`config.mk`:
```
export PLATFORM = sky130hd
export DESIGN_NAME = cgc_ram
export DESIGN_NICKNAME = d
export VERILOG_FILES = /design/src/hdl/cgc_ram.sv
export SDC_FILE = /design/constraint.sdc
export NUM_CORES = 2
export LEC_CHECK = 0
export BUFFER_PORTS_ARGS = -buffer_cell sky130_fd_sc_hd__buf_4
export CORE_AREA = 2 2 532 534
export DETAILED_ROUTE_END_ITERATION = 7
export DIE_AREA = 0 0 534 536
export GPL_TIMING_DRIVEN = 0
export SLEW_MARGIN = 20
export SYNTH_ARGS = -nofsm -noshare
export SYNTH_HDL_FRONTEND = slang
export SYNTH_SLANG_ARGS = --single-unit
```
`constraint.sdc`:
```
create_clock -name clk -period 3.95 [get_ports clk]
set_input_delay 0.395 -clock clk [delete_from_list [all_inputs] [get_ports clk]]
set_output_delay 0.395 -clock clk [all_outputs]
set_load 0.03 [all_outputs]
```
`src/hdl/cgc_ram.sv`:
```
module cgc_ram #(
    parameter int WIDTH = 40,
    parameter int DEPTH = 64
) (
    input  logic                     clk,
    input  logic                     we,
    input  logic [$clog2(DEPTH)-1:0] waddr,
    input  logic [WIDTH-1:0]         wdata,
    input  logic [$clog2(DEPTH)-1:0] raddr,
    output logic [WIDTH-1:0]         rdata
);

    logic [WIDTH-1:0] ram_reg [DEPTH];
    logic [WIDTH-1:0] rdata_reg;

    // Write one entry, read one entry registered
    always_ff @(posedge clk)
    begin
        if (we)
        begin
            ram_reg[waddr] <= wdata;
        end
        rdata_reg <= ram_reg[raddr];
    end

    assign rdata = rdata_reg;

endmodule

```
==> impl_metrics.env <==
export IMPL_wl_um=282000
export IMPL_die_area_um2=286000
export IMPL_largest_register_ffs=2560
export IMPL_cts_root_buf="clkbuf_16"
export IMPL_maxCapViolCount=0
export IMPL_slew_headroom_pct=13.3
export IMPL_synth_seq_area_share_pct=79.4
export IMPL_synth_area_um2=97800
export IMPL_post_route_min_period_ps=4030
export IMPL_arrival_ps=4770
export IMPL_worstMarginPinSlew_ps=1290
export IMPL_syn_nets=4249
export IMPL_cpMaxStageDelayCell="nor4_1"
export IMPL_design_core_area_um2=281000
export IMPL_clock_path_buffers=4
export IMPL_finalMaxSlewViolations=0
export IMPL_place_detailed_hpwl_um=187000
export IMPL_cts_htree_levels=5
export IMPL_yosysMostFrequentCell="edfxtp_1"
export IMPL_post_cts_buffers=0
export IMPL_path_cells="buf_4 > clkbuf_1 > nand3b_1 > clkbuf_1 > o22ai_1 > nor4_1 > o22a_1"
export IMPL_grt_ovfl_total=0
export IMPL_gp_congestion=0.832
export IMPL_synth_top_area_cell="edfxtp_1"
export IMPL_cts_sinks=2600
export IMPL_synth_cells=4195
export IMPL_max_freq_ghz=0.248
export IMPL_synth_area_leaders="edfxtp_1, mux4_2, mux2i_1"
export IMPL_avgSynthCellArea_um2=23.3
export IMPL_std_cell_rows=195
export IMPL_hold_class="in -> reg"
export IMPL_crit_fanout=10
export IMPL_path_common_cell="clkbuf_1"
export IMPL_postLayoutSetupSlackWorst_ps=-77.7
export IMPL_synth_flop_cell="edfxtp_1"
export IMPL_n_fill_cell=24065
export IMPL_synth_edf_count=2560
export IMPL_synth_distinct_cells=36
export IMPL_layout_drive_gt1_share_pct=30.1
export IMPL_viasPerCell=5.66
export IMPL_nets=4758
export IMPL_grt_max_degree=65
export IMPL_ant_nets=0
export IMPL_synth_seq_cells=2600
export IMPL_rsz0062_at_grt="false"
export IMPL_path_class="in -> reg"
export IMPL_fin_worst_skew_ps=70.3
export IMPL_violations="setup timing"
export IMPL_reg2reg_depth=4
export IMPL_yosysWarningCount=0
export IMPL_total_power_uw=59000
export IMPL_powerDensity_nw_per_um2=510
export IMPL_areaGrowthSynthToFinish_pct=18.2
export IMPL_hold_buffers=0
export IMPL_ioPinCount=94
export IMPL_dieWidth_um=534
export IMPL_clk_pin_slew_ps=60
export IMPL_clock_latency_ps=860
export IMPL_setup_viol=1
export IMPL_antenna_found_initial=23
export IMPL_drt_initial_drc_count=7180
export IMPL_first_pass_iters=5
export IMPL_crit_path_end_kind="flip-flop"
export IMPL_async_reset_ff_share_pct=0
export IMPL_synth_common_cells="edfxtp_1, mux4_2, o22ai_1, mux2i_1, nor2_1"
export IMPL_post_drt_wl_per_cell_um=32.6
export IMPL_status="finished, violations left"
export IMPL_port_buffer_count=85
export IMPL_worstPathRequired_ps=4690
export IMPL_cts_resized_gates=0
export IMPL_start_util_pct=34.8
export IMPL_grt_pass1_vias=47897
export IMPL_timing_hold_ws_ps=80.8
export IMPL_grt_pass1_wl_um=388000
export IMPL_p_leak_uw=0.0358
export IMPL_max_stage_delay_ps=1080
export IMPL_hold_viol=0
export IMPL_numCtsBuffers=274
export IMPL_drc=0
export IMPL_cp_start_kind="primary input"
export IMPL_period_share_pct=102
export IMPL_die_h_um=536
export IMPL_ir_worst_vdd_v=0.000429
export IMPL_cts_tree="yes"
export IMPL_synth_top_area_share_pct=78.6
export IMPL_via_count=48975
export IMPL_hold_depth=1
export IMPL_grt_usage_pct=19.4
## path summary, 6_finish.rpt
kind	from	endpoint	slack [ps]
hold / removal	wdata[20]	ram_reg[46][20]	80
hold reg to reg	ram_reg[50][20]	rdata[20]	980
setup / recovery	raddr[4]	rdata[35]	-80
setup reg to reg	ram_reg[15][35]	rdata[35]	1520
## logic make-up after synthesis
group / after synthesis / share of synthesized area, %
compound gates: 383 / 2.68
simple gates: 215 / 1.08
flops: 2600 / 79.4
buf+inv: 238 / 1.27
mux: 759 / 15.6
## placed cells by master (no fill, tap or decap), drive strengths merged
cell type / instances
clkinvlp: 5
a22o: 16
nor4: 34
dfxtp: 40
mux2i: 113
mux4: 608
diode: 8
buf: 390
edfxtp: 2560
o221ai: 42
nand3b: 3
nand2b: 13
o21a: 8
or3: 3
and2: 4
a22oi: 18
and3: 6
nand4: 2
or2: 4
a211oi: 6
o22ai: 143
nand3: 8
or3b: 2
nand2: 19
a21oi: 68
nand4b: 1
inv: 9
o21ai: 22
nor2: 97
bufinv: 21
clkinv: 115
o22a: 26
nor3: 3
mux2: 38
nor2b: 16
clkbuf: 410
a221oi: 34
## final cells by class
type,instances,area (um2),area share [%]
plain buffers,238,1240,1.07
diodes,8,20.0,0.0173
repair buffers,233,3940,3.41
clock inverters,150,1350,1.17
well taps,3743,4680,4.05
multi-input cells,1357,19500,16.9
flip-flops and latches,2600,77700,67.1
clock buffers,329,7240,6.26
## worst max-delay path: cells and delay by family
family,cells,cell delay [ps]
AOI/OAI and AO/OA,2,860
and+or+nand+nor,2,2000
buffers and inverters,3,1460
## report_power, final
part / switching (uW) / internal (uW) / total [uW]
Clock: 10600 / 14500 / 25100
Sequential: 59.7 / 30500 / 30600
Combinational: 2210 / 1070 / 3280
## per-layer routing
| metal | global-route usage (%) | share of wire (%) | vias up |
|---|---|---|---|
| met5 | 0 | 0.012 | - |
| met4 | 7.33 | 4.2 | 6 |
| met3 | 3.12 | 9.3 | 473 |
| met2 | 30.5 | 47 | 2773 |
| met1 | 27.0 | 40 | 26583 |
| li1 | - | - | 19140 |
## per-stage QoR
step	area [um2]	util, %	setup TNS [ps]	setup slack [ps]	std cells
floorplan	97800	-	0	556	4195
global placement	103000	36.7	-4835040	-2360	8023
detailed placement	107000	38.1	-5760	-608	8171
CTS	116000	41.2	0	230	8650
global route	116000	41.2	0	163	8651
finish	116000	41.2	-77.7	-77.7	8658
No activity file was read; power rests on OpenSTA's default activity.
