### config.mk
export PLATFORM = sky130hd
export DESIGN_NAME = cgc_triple_unit
export DESIGN_NICKNAME = d
export VERILOG_FILES = /design/src/hdl/cgc_pkg.sv /design/src/hdl/cgc_triple_unit.sv
export SDC_FILE = /design/constraint.sdc
export NUM_CORES = 2
export LEC_CHECK = 0
export ABC_AREA = 1
export ABC_CLOCK_PERIOD_IN_PS = 17400
export BUFFER_PORTS_ARGS = -buffer_cell sky130_fd_sc_hd__buf_2
export CAP_MARGIN = 30
export CORE_ASPECT_RATIO = 1.1
export CORE_MARGIN = 3
export CORE_UTILIZATION = 55
export DETAILED_ROUTE_END_ITERATION = 10
export PLACE_DENSITY = 0.71
export SYNTH_ARGS = -nofsm -noshare
export SYNTH_HDL_FRONTEND = slang
export SYNTH_SLANG_ARGS = --single-unit
### constraint.sdc
create_clock -name clk -period 17.4 [get_ports clk]
set_input_delay 0.87 -clock clk [delete_from_list [all_inputs] [get_ports clk]]
set_output_delay 0.87 -clock clk [all_outputs]
set_load 0.05 [all_outputs]
### src/hdl/cgc_pkg.sv
package cgc_pkg;

    // Configuration register file
    localparam int GRID_REG_BITS  = 7;
    localparam int COS_BITS       = 16;
    localparam int CFG_INDEX_BITS = 2;
    localparam int CFG_DATA_BITS  = 16;

    typedef logic [CFG_INDEX_BITS-1:0] cfg_index_t;
    typedef logic [CFG_DATA_BITS-1:0]  cfg_data_t;

    localparam cfg_index_t REG_GRID_WIDTH  = 2'd0;
    localparam cfg_index_t REG_GRID_HEIGHT = 2'd1;
    localparam cfg_index_t REG_COS_LIMIT   = 2'd2;

    localparam logic [GRID_REG_BITS-1:0] GRID_WIDTH_RESET  = 7'd6;
    localparam logic [GRID_REG_BITS-1:0] GRID_HEIGHT_RESET = 7'd4;
    localparam logic [COS_BITS-1:0]      COS_LIMIT_RESET   = 16'd64622;

    // Grid dimension compares run at this width (covers maxima up to 511)
    localparam int DIM_BITS = 9;

    // Frame point counter, saturating
    localparam int                   SEEN_BITS = 13;
    localparam logic [SEEN_BITS-1:0] SEEN_MAX  = 13'd8191;

    // Limb width of the shared multiplier
    localparam int LIMB_BITS = 32;

    // Handshake from the triple test unit back to the frame sequencer
    typedef struct packed {
        logic done;
        logic bends;
    } triple_status_t;

endpackage

### src/hdl/cgc_triple_unit.sv
module cgc_triple_unit #(
    parameter int COORD_BITS = 20
) (
    input  logic                          clk,
    input  logic                          rst_n,
    input  logic                          start,
    input  logic [2*COORD_BITS-1:0]       p0,
    input  logic [2*COORD_BITS-1:0]       p1,
    input  logic [2*COORD_BITS-1:0]       p2,
    input  logic [cgc_pkg::COS_BITS-1:0]  cos_limit_squared,
    output cgc_pkg::triple_status_t       status
);
    import cgc_pkg::*;

    // Lengths and dot magnitude, scaled length product, full compare width
    localparam int PB  = 2*COORD_BITS + 1;
    localparam int TB  = PB + COS_BITS;
    localparam int AW  = 2*PB + COS_BITS;
    localparam int NL  = (TB + LIMB_BITS - 1) / LIMB_BITS;
    localparam int LCB = $clog2(NL);
    localparam int OPW = NL * LIMB_BITS;
    localparam int PRW = 2 * LIMB_BITS;

    typedef enum logic [2:0] {
        PH_IDLE, PH_DOT, PH_LEN1, PH_LEN2, PH_MAG, PH_TPROD, PH_RPROD, PH_CMP
    } phase_t;

    phase_t                   phase_reg;
    logic [LCB-1:0]           i_reg;
    logic [LCB-1:0]           j_reg;
    logic [AW-1:0]            acc_reg;
    logic [COORD_BITS-1:0]    ax1_reg, ay1_reg, ax2_reg, ay2_reg;
    logic                     sx1_reg, sy1_reg, sx2_reg, sy2_reg;
    logic [PB-1:0]            mag_reg, len1_reg, len2_reg;
    logic [TB-1:0]            t_reg;
    logic [AW-1:0]            lhs_reg;
    logic [COS_BITS-1:0]      cls_reg;

    logic [COORD_BITS:0]      dx1, dy1, dx2, dy2;
    logic [OPW-1:0]           op_a, op_b;
    logic                     negate;
    logic                     wide_phase;
    logic [LIMB_BITS-1:0]     a_limb, b_limb;
    logic [PRW-1:0]           prod;
    logic [LCB:0]             shift_cnt;
    logic [AW-1:0]            term, acc_base, acc_next, mag_full;
    logic                     first_step, last_step;

    function automatic logic [COORD_BITS:0] coord_diff(input logic [COORD_BITS-1:0] a,
                                                       input logic [COORD_BITS-1:0] b);
        return {1'b0, a} - {1'b0, b};
    endfunction

    function automatic logic [COORD_BITS-1:0] diff_abs(input logic [COORD_BITS:0] d);
        logic [COORD_BITS:0] m;
        m = d[COORD_BITS] ? ((COORD_BITS+1)'(0) - d) : d;
        return m[COORD_BITS-1:0];
    endfunction

    // Difference vectors of the incoming triple
    assign dx1 = coord_diff(p1[COORD_BITS-1:0], p0[COORD_BITS-1:0]);
    assign dy1 = coord_diff(p1[2*COORD_BITS-1:COORD_BITS], p0[2*COORD_BITS-1:COORD_BITS]);
    assign dx2 = coord_diff(p2[COORD_BITS-1:0], p1[COORD_BITS-1:0]);
    assign dy2 = coord_diff(p2[2*COORD_BITS-1:COORD_BITS], p1[2*COORD_BITS-1:COORD_BITS]);

    // Select multiplier operands for the current phase
    always_comb
    begin
        op_a   = '0;
        op_b   = '0;
        negate = 1'b0;
        case (phase_reg)
            PH_DOT:
            begin
                if (j_reg == '0)
                begin
                    op_a   = OPW'(ax1_reg);
                    op_b   = OPW'(ax2_reg);
                    negate = sx1_reg ^ sx2_reg;
                end
                else
                begin
                    op_a   = OPW'(ay1_reg);
                    op_b   = OPW'(ay2_reg);
                    negate = sy1_reg ^ sy2_reg;
                end
            end
            PH_LEN1:
            begin
                op_a = (j_reg == '0) ? OPW'(ax1_reg) : OPW'(ay1_reg);
                op_b = op_a;
            end
            PH_LEN2:
            begin
                op_a = (j_reg == '0) ? OPW'(ax2_reg) : OPW'(ay2_reg);
                op_b = op_a;
            end
            PH_MAG:
            begin
                op_a = OPW'(mag_reg);
                op_b = OPW'(mag_reg);
            end
            PH_TPROD:
            begin
                op_a = OPW'(cls_reg);
                op_b = OPW'(len1_reg);
            end
            PH_RPROD:
            begin
                op_a = OPW'(t_reg);
                op_b = OPW'(len2_reg);
            end
            default:
            begin
                op_a = '0;
            end
        endcase
    end

    // Shared limb multiplier and wide accumulator
    assign wide_phase = (phase_reg == PH_MAG) || (phase_reg == PH_TPROD)
                        || (phase_reg == PH_RPROD);
    assign a_limb     = op_a[i_reg*LIMB_BITS +: LIMB_BITS];
    assign b_limb     = wide_phase ? op_b[j_reg*LIMB_BITS +: LIMB_BITS] : op_b[LIMB_BITS-1:0];
    assign prod       = PRW'(a_limb) * PRW'(b_limb);
    assign shift_cnt  = wide_phase ? ((LCB+1)'(i_reg) + (LCB+1)'(j_reg)) : '0;
    assign term       = AW'(prod) << (LIMB_BITS * shift_cnt);
    assign first_step = (i_reg == '0) && (j_reg == '0);
    assign acc_base   = first_step ? '0 : acc_reg;
    assign acc_next   = negate ? (acc_base - term) : (acc_base + term);
    assign mag_full   = acc_next[AW-1] ? (AW'(0) - acc_next) : acc_next;
    assign last_step  = wide_phase ? ((i_reg == LCB'(NL-1)) && (j_reg == LCB'(NL-1)))
                                   : (j_reg == LCB'(1));

    // Sequence the products of one triple
    always_ff @(posedge clk or negedge rst_n)
    begin
        if (!rst_n)
        begin
            phase_reg <= PH_IDLE;
            i_reg     <= '0;
            j_reg     <= '0;
            acc_reg   <= '0;
            ax1_reg   <= '0;
            ay1_reg   <= '0;
            ax2_reg   <= '0;
            ay2_reg   <= '0;
            sx1_reg   <= 1'b0;
            sy1_reg   <= 1'b0;
            sx2_reg   <= 1'b0;
            sy2_reg   <= 1'b0;
            mag_reg   <= '0;
            len1_reg  <= '0;
            len2_reg  <= '0;
            t_reg     <= '0;
            lhs_reg   <= '0;
            cls_reg   <= '0;
        end
        else if (start)
        begin
            // Latch the difference vectors and threshold
            ax1_reg   <= diff_abs(dx1);
            ay1_reg   <= diff_abs(dy1);
            ax2_reg   <= diff_abs(dx2);
            ay2_reg   <= diff_abs(dy2);
            sx1_reg   <= dx1[COORD_BITS];
            sy1_reg   <= dy1[COORD_BITS];
            sx2_reg   <= dx2[COORD_BITS];
            sy2_reg   <= dy2[COORD_BITS];
            cls_reg   <= cos_limit_squared;
            i_reg     <= '0;
            j_reg     <= '0;
            phase_reg <= PH_DOT;
        end
        else
        begin
            unique case (phase_reg)
                PH_IDLE, PH_CMP:
                begin
                    phase_reg <= PH_IDLE;
                end
                PH_DOT, PH_LEN1, PH_LEN2, PH_MAG, PH_TPROD, PH_RPROD:
                begin
                    acc_reg <= acc_next;
                    // Advance the limb indices
                    if (last_step)
                    begin
                        i_reg <= '0;
                        j_reg <= '0;
                    end
                    else if (wide_phase && (j_reg == LCB'(NL-1)))
                    begin
                        j_reg <= '0;
                        i_reg <= i_reg + LCB'(1);
                    end
                    else
                    begin
                        j_reg <= j_reg + LCB'(1);
                    end
                    // Store the finished quantity and move on
                    if (last_step)
                    begin
                        unique case (phase_reg)
                            PH_DOT:
                            begin
                                mag_reg   <= mag_full[PB-1:0];
                                phase_reg <= PH_LEN1;
                            end
                            PH_LEN1:
                            begin
                                len1_reg  <= acc_next[PB-1:0];
                                phase_reg <= PH_LEN2;
                            end
                            PH_LEN2:
                            begin
                                len2_reg  <= acc_next[PB-1:0];
                                phase_reg <= PH_MAG;
                            end
                            PH_MAG:
                            begin
                                lhs_reg   <= {acc_next[2*PB-1:0], {COS_BITS{1'b0}}};
                                phase_reg <= PH_TPROD;
                            end
                            PH_TPROD:
                            begin
                                t_reg     <= acc_next[TB-1:0];
                                phase_reg <= PH_RPROD;
                            end
                            default:
                            begin
                                phase_reg <= PH_CMP;
                            end
                        endcase
                    end
                end
                default:
                begin
                    phase_reg <= PH_IDLE;
                end
            endcase
        end
    end

    // Bend when the scaled squared dot falls short; zero-length steps pass
    assign status.done  = (phase_reg == PH_CMP);
    assign status.bends = (len1_reg != '0) && (len2_reg != '0) && (lhs_reg < acc_reg);

    a_start_when_free: assert property (@(posedge clk) disable iff (!rst_n)
        start |-> (phase_reg == PH_IDLE || phase_reg == PH_CMP))
        else $error("triple start while unit busy");

    a_start_resets_count: assert property (@(posedge clk) disable iff (!rst_n)
        start |=> (phase_reg == PH_DOT && i_reg == '0 && j_reg == '0))
        else $error("triple did not begin at first product");

    a_zero_len_passes: assert property (@(posedge clk) disable iff (!rst_n)
        (status.done && (len1_reg == '0 || len2_reg == '0)) |-> !status.bends)
        else $error("zero-length step reported as bend");

endmodule

==> run metrics <==
CTS buffer count=48; DP Worst Slack=2.262 ns; GRT overflow=0; Final period util=89.80%; synthesized area=74900 um^2; # fillers=12937; critical path startpoint=phase_reg[2]$_DFFE_PN0P_; Final Net Count=12363; Slew Limit Headroom=25.63%; area leader, netlist=fa_1; synth warn=0; data required time of the worst path=17.90 ns; drt initial violations=8367; reg2reg start=phase_reg[2]$_DFFE_PN0P_; vias in the first global route=72935; initial antenna violation count=13; Slowest-stage cell, CP=inv_1; Tightest Pin Transition=1.087 ns; post-CTS setup buffers=0; Rows=141; WL final=303200 um; die area=140700 um^2; first-pass GRT wire length=450700 um; GRT Total Usage=43.02%; Max Clk Rate=64.00 MHz; count leader, synth=nand2_1; Post-DP HPWL=248200 um; area share of the largest cell type after synthesis=24.08%; Final Instance Area=79380 um^2; most used flip-flop cell after synthesis=dfrtp_1; post-synthesis register bit count=465; post-route ant nets=0; area grow syn2layout=5.980%; IO buf count=140; core area=134800 um^2; RSZ-0062 raised after global routing=false; TritonCTS clock tree=built; RD Place Congestion=1.084; Startpoint Class=register; Vias=73533; Clock Skews=0.04889 ns; Post-synth top cells=3055 x nand2_1, 2142 x inv_1, 1151 x nor2_1; Max-Cap Viols=0; drt wl/cell=24.01 um; DRC viols=0; Bufs on Longest Clock Path=3; Initial Util=55.57%; CTS H-tree lvls=2; final setup violation count=0; final worst slack=1.774 ns; clk slew on worst S/H paths=0.08 ns; Final Max Tran Viols=0; Min Clock Period, post-route=15.63 ns; via/cell ratio=5.823; Synth Instances=10820; Cell variety after synth=71; Post-CTS Hold Buffers=0; status=finished, final reports clean; CTS root buf=clkbuf_16; Hold Fails Final Rpt=0; fraction of registers with async set/reset=100.0%; Die X-Extent=357.9 um; syn nets=12391; crit path capture type=register; cts repair resizes=0; WP data arrival=16.13 ns; Die H=393.1 um; share of cells above drive strength 1=4.487%; flop-to-flop setup slack=1.77 ns; most frequent CP cell=nand2_1; crit path kind=reg -> reg; Post-synth EDFFs=0; Synth Area per Inst=6.923 um^2; clk_lat worst skew=0.65 ns; Final TNS setup=0 ns; CP peak stage delay=0.97 ns; Fin Hold WS=0.2512 ns; Top Ports=141; Worst Path Max Fanout=43; post-synthesis sequential area ratio=15.53%; largest net degree at the start of global routing=168; max reg flops=98; CTS sink cnt=465; Hold Crit Class=in -> async; DR pass1 iterations=6; dpl cell area=77610 um^2; largest cells by area after synthesis=fa_1 24%, dfrtp_1 16%, nand2_1 15%, inv_1 11%, ha_1 8.9%
## worst max-delay path, delay by kind of cell, from the launching register on
family | cells | cell delay [ns]
buf+inv | 14 | 2.84
simple gates | 27 | 4.75
flops | 1 | 0.53
compound gates | 7 | 1.37
xor+xnor | 2 | 0.70
fa+ha+maj | 10 | 5.22
## worst paths after layout
| path | cells after the start | endpoint |
|---|---|---|
| setup / recovery | 60 | mag_reg[36]$_DFFE_PN0P_ |
| hold reg to reg | 2 | acc_reg[47]$_DFFE_PN0P_ |
| max in group asynchronous | 3 | ax1_reg[1]$_DFFE_PN0P_ |
| setup reg to reg | 60 | mag_reg[36]$_DFFE_PN0P_ |
| hold / removal | 1 | acc_reg[81]$_DFFE_PN0P_ |
| min in group clk | 3 | cls_reg[7]$_DFFE_PN0P_ |
## placed cells by master (no fill, tap or decap), types with 8 or more instances in the layout
cell type / synthesis / layout
dfrtp_1: 465 / 464
o22ai_1: 9 / 9
a21o_1: 17 / 17
nor4_1: 31 / 31
fa_1: 901 / 901
nor2_2: 8 / 14
o21a_1: 24 / 24
inv_2: 17 / 20
nand3b_1: 22 / 22
xor2_1: 232 / 231
diode_2: 0 / 9
inv_1: 2142 / 2137
a22oi_1: 8 / 8
o21bai_1: 17 / 17
nor2_4: 8 / 11
xnor2_1: 93 / 91
o21ai_0: 592 / 586
ha_1: 531 / 530
nor2_1: 1151 / 1142
inv_6: 0 / 8
a211oi_1: 13 / 13
nor3_1: 70 / 69
o21ai_1: 16 / 16
o31ai_1: 9 / 9
nand3_1: 373 / 372
buf_4: 2 / 129
clkbuf_16: 0 / 48
clkinv_1: 15 / 15
nand2_2: 19 / 21
a221oi_1: 20 / 20
nand2_1: 3055 / 3052
a21oi_1: 344 / 344
or2_2: 24 / 24
buf_2: 19 / 139
o2111ai_1: 12 / 12
nand4_1: 101 / 101
a31oi_1: 59 / 59
o211ai_1: 12 / 12
## per-layer routing
layer	GRT usage [%]	up-vias	share of wire [%]
li1	-	32822	-
met1	53.27	35102	37
met2	66.66	4410	44
met3	11.29	1189	11
met4	27.53	10	8.2
met5	0	-	0.022
## cell families (layout without fill, tap and decap cells)
group	after synthesis	after routing	share of synthesized area [%]
other cells	0	9	0
simple gates	4887	4887	26.22
compound gates	1184	1184	8.699
xor+xnor	326	326	3.822
fa+ha+maj	1432	1432	32.95
buf+inv	2525	2536	12.76
mux	1	1	0.01336
flops	465	465	15.53
## per-stage QoR
stage	utilization (%)	instances
2_1_floorplan	-	10820
3_3_place_gp	57.54	12524
3_5_place_dp	57.58	12527
4_1_cts	58.85	12616
5_1_grt	58.88	12618
6_report	58.90	12627
## final cells by class
type                            count  area (um^2)  share of cell area (%)
Antenna cell                        9        22.52                 0.02837
Multi-Input combinational cell   7830        53830                   67.81
Clock buffer                       55         1267                   1.597
Sequential cell                   465        11640                   14.66
Inverter                         2174         8165                   10.29
Tap cell                         1787         2236                   2.817
Timing Repair Buffer              273         1774                   2.235
Clock inverter                     34        447.9                  0.5643
Power is not shown: default switching activity piles up to over one toggle a cycle in this logic, so the estimate is an artifact.
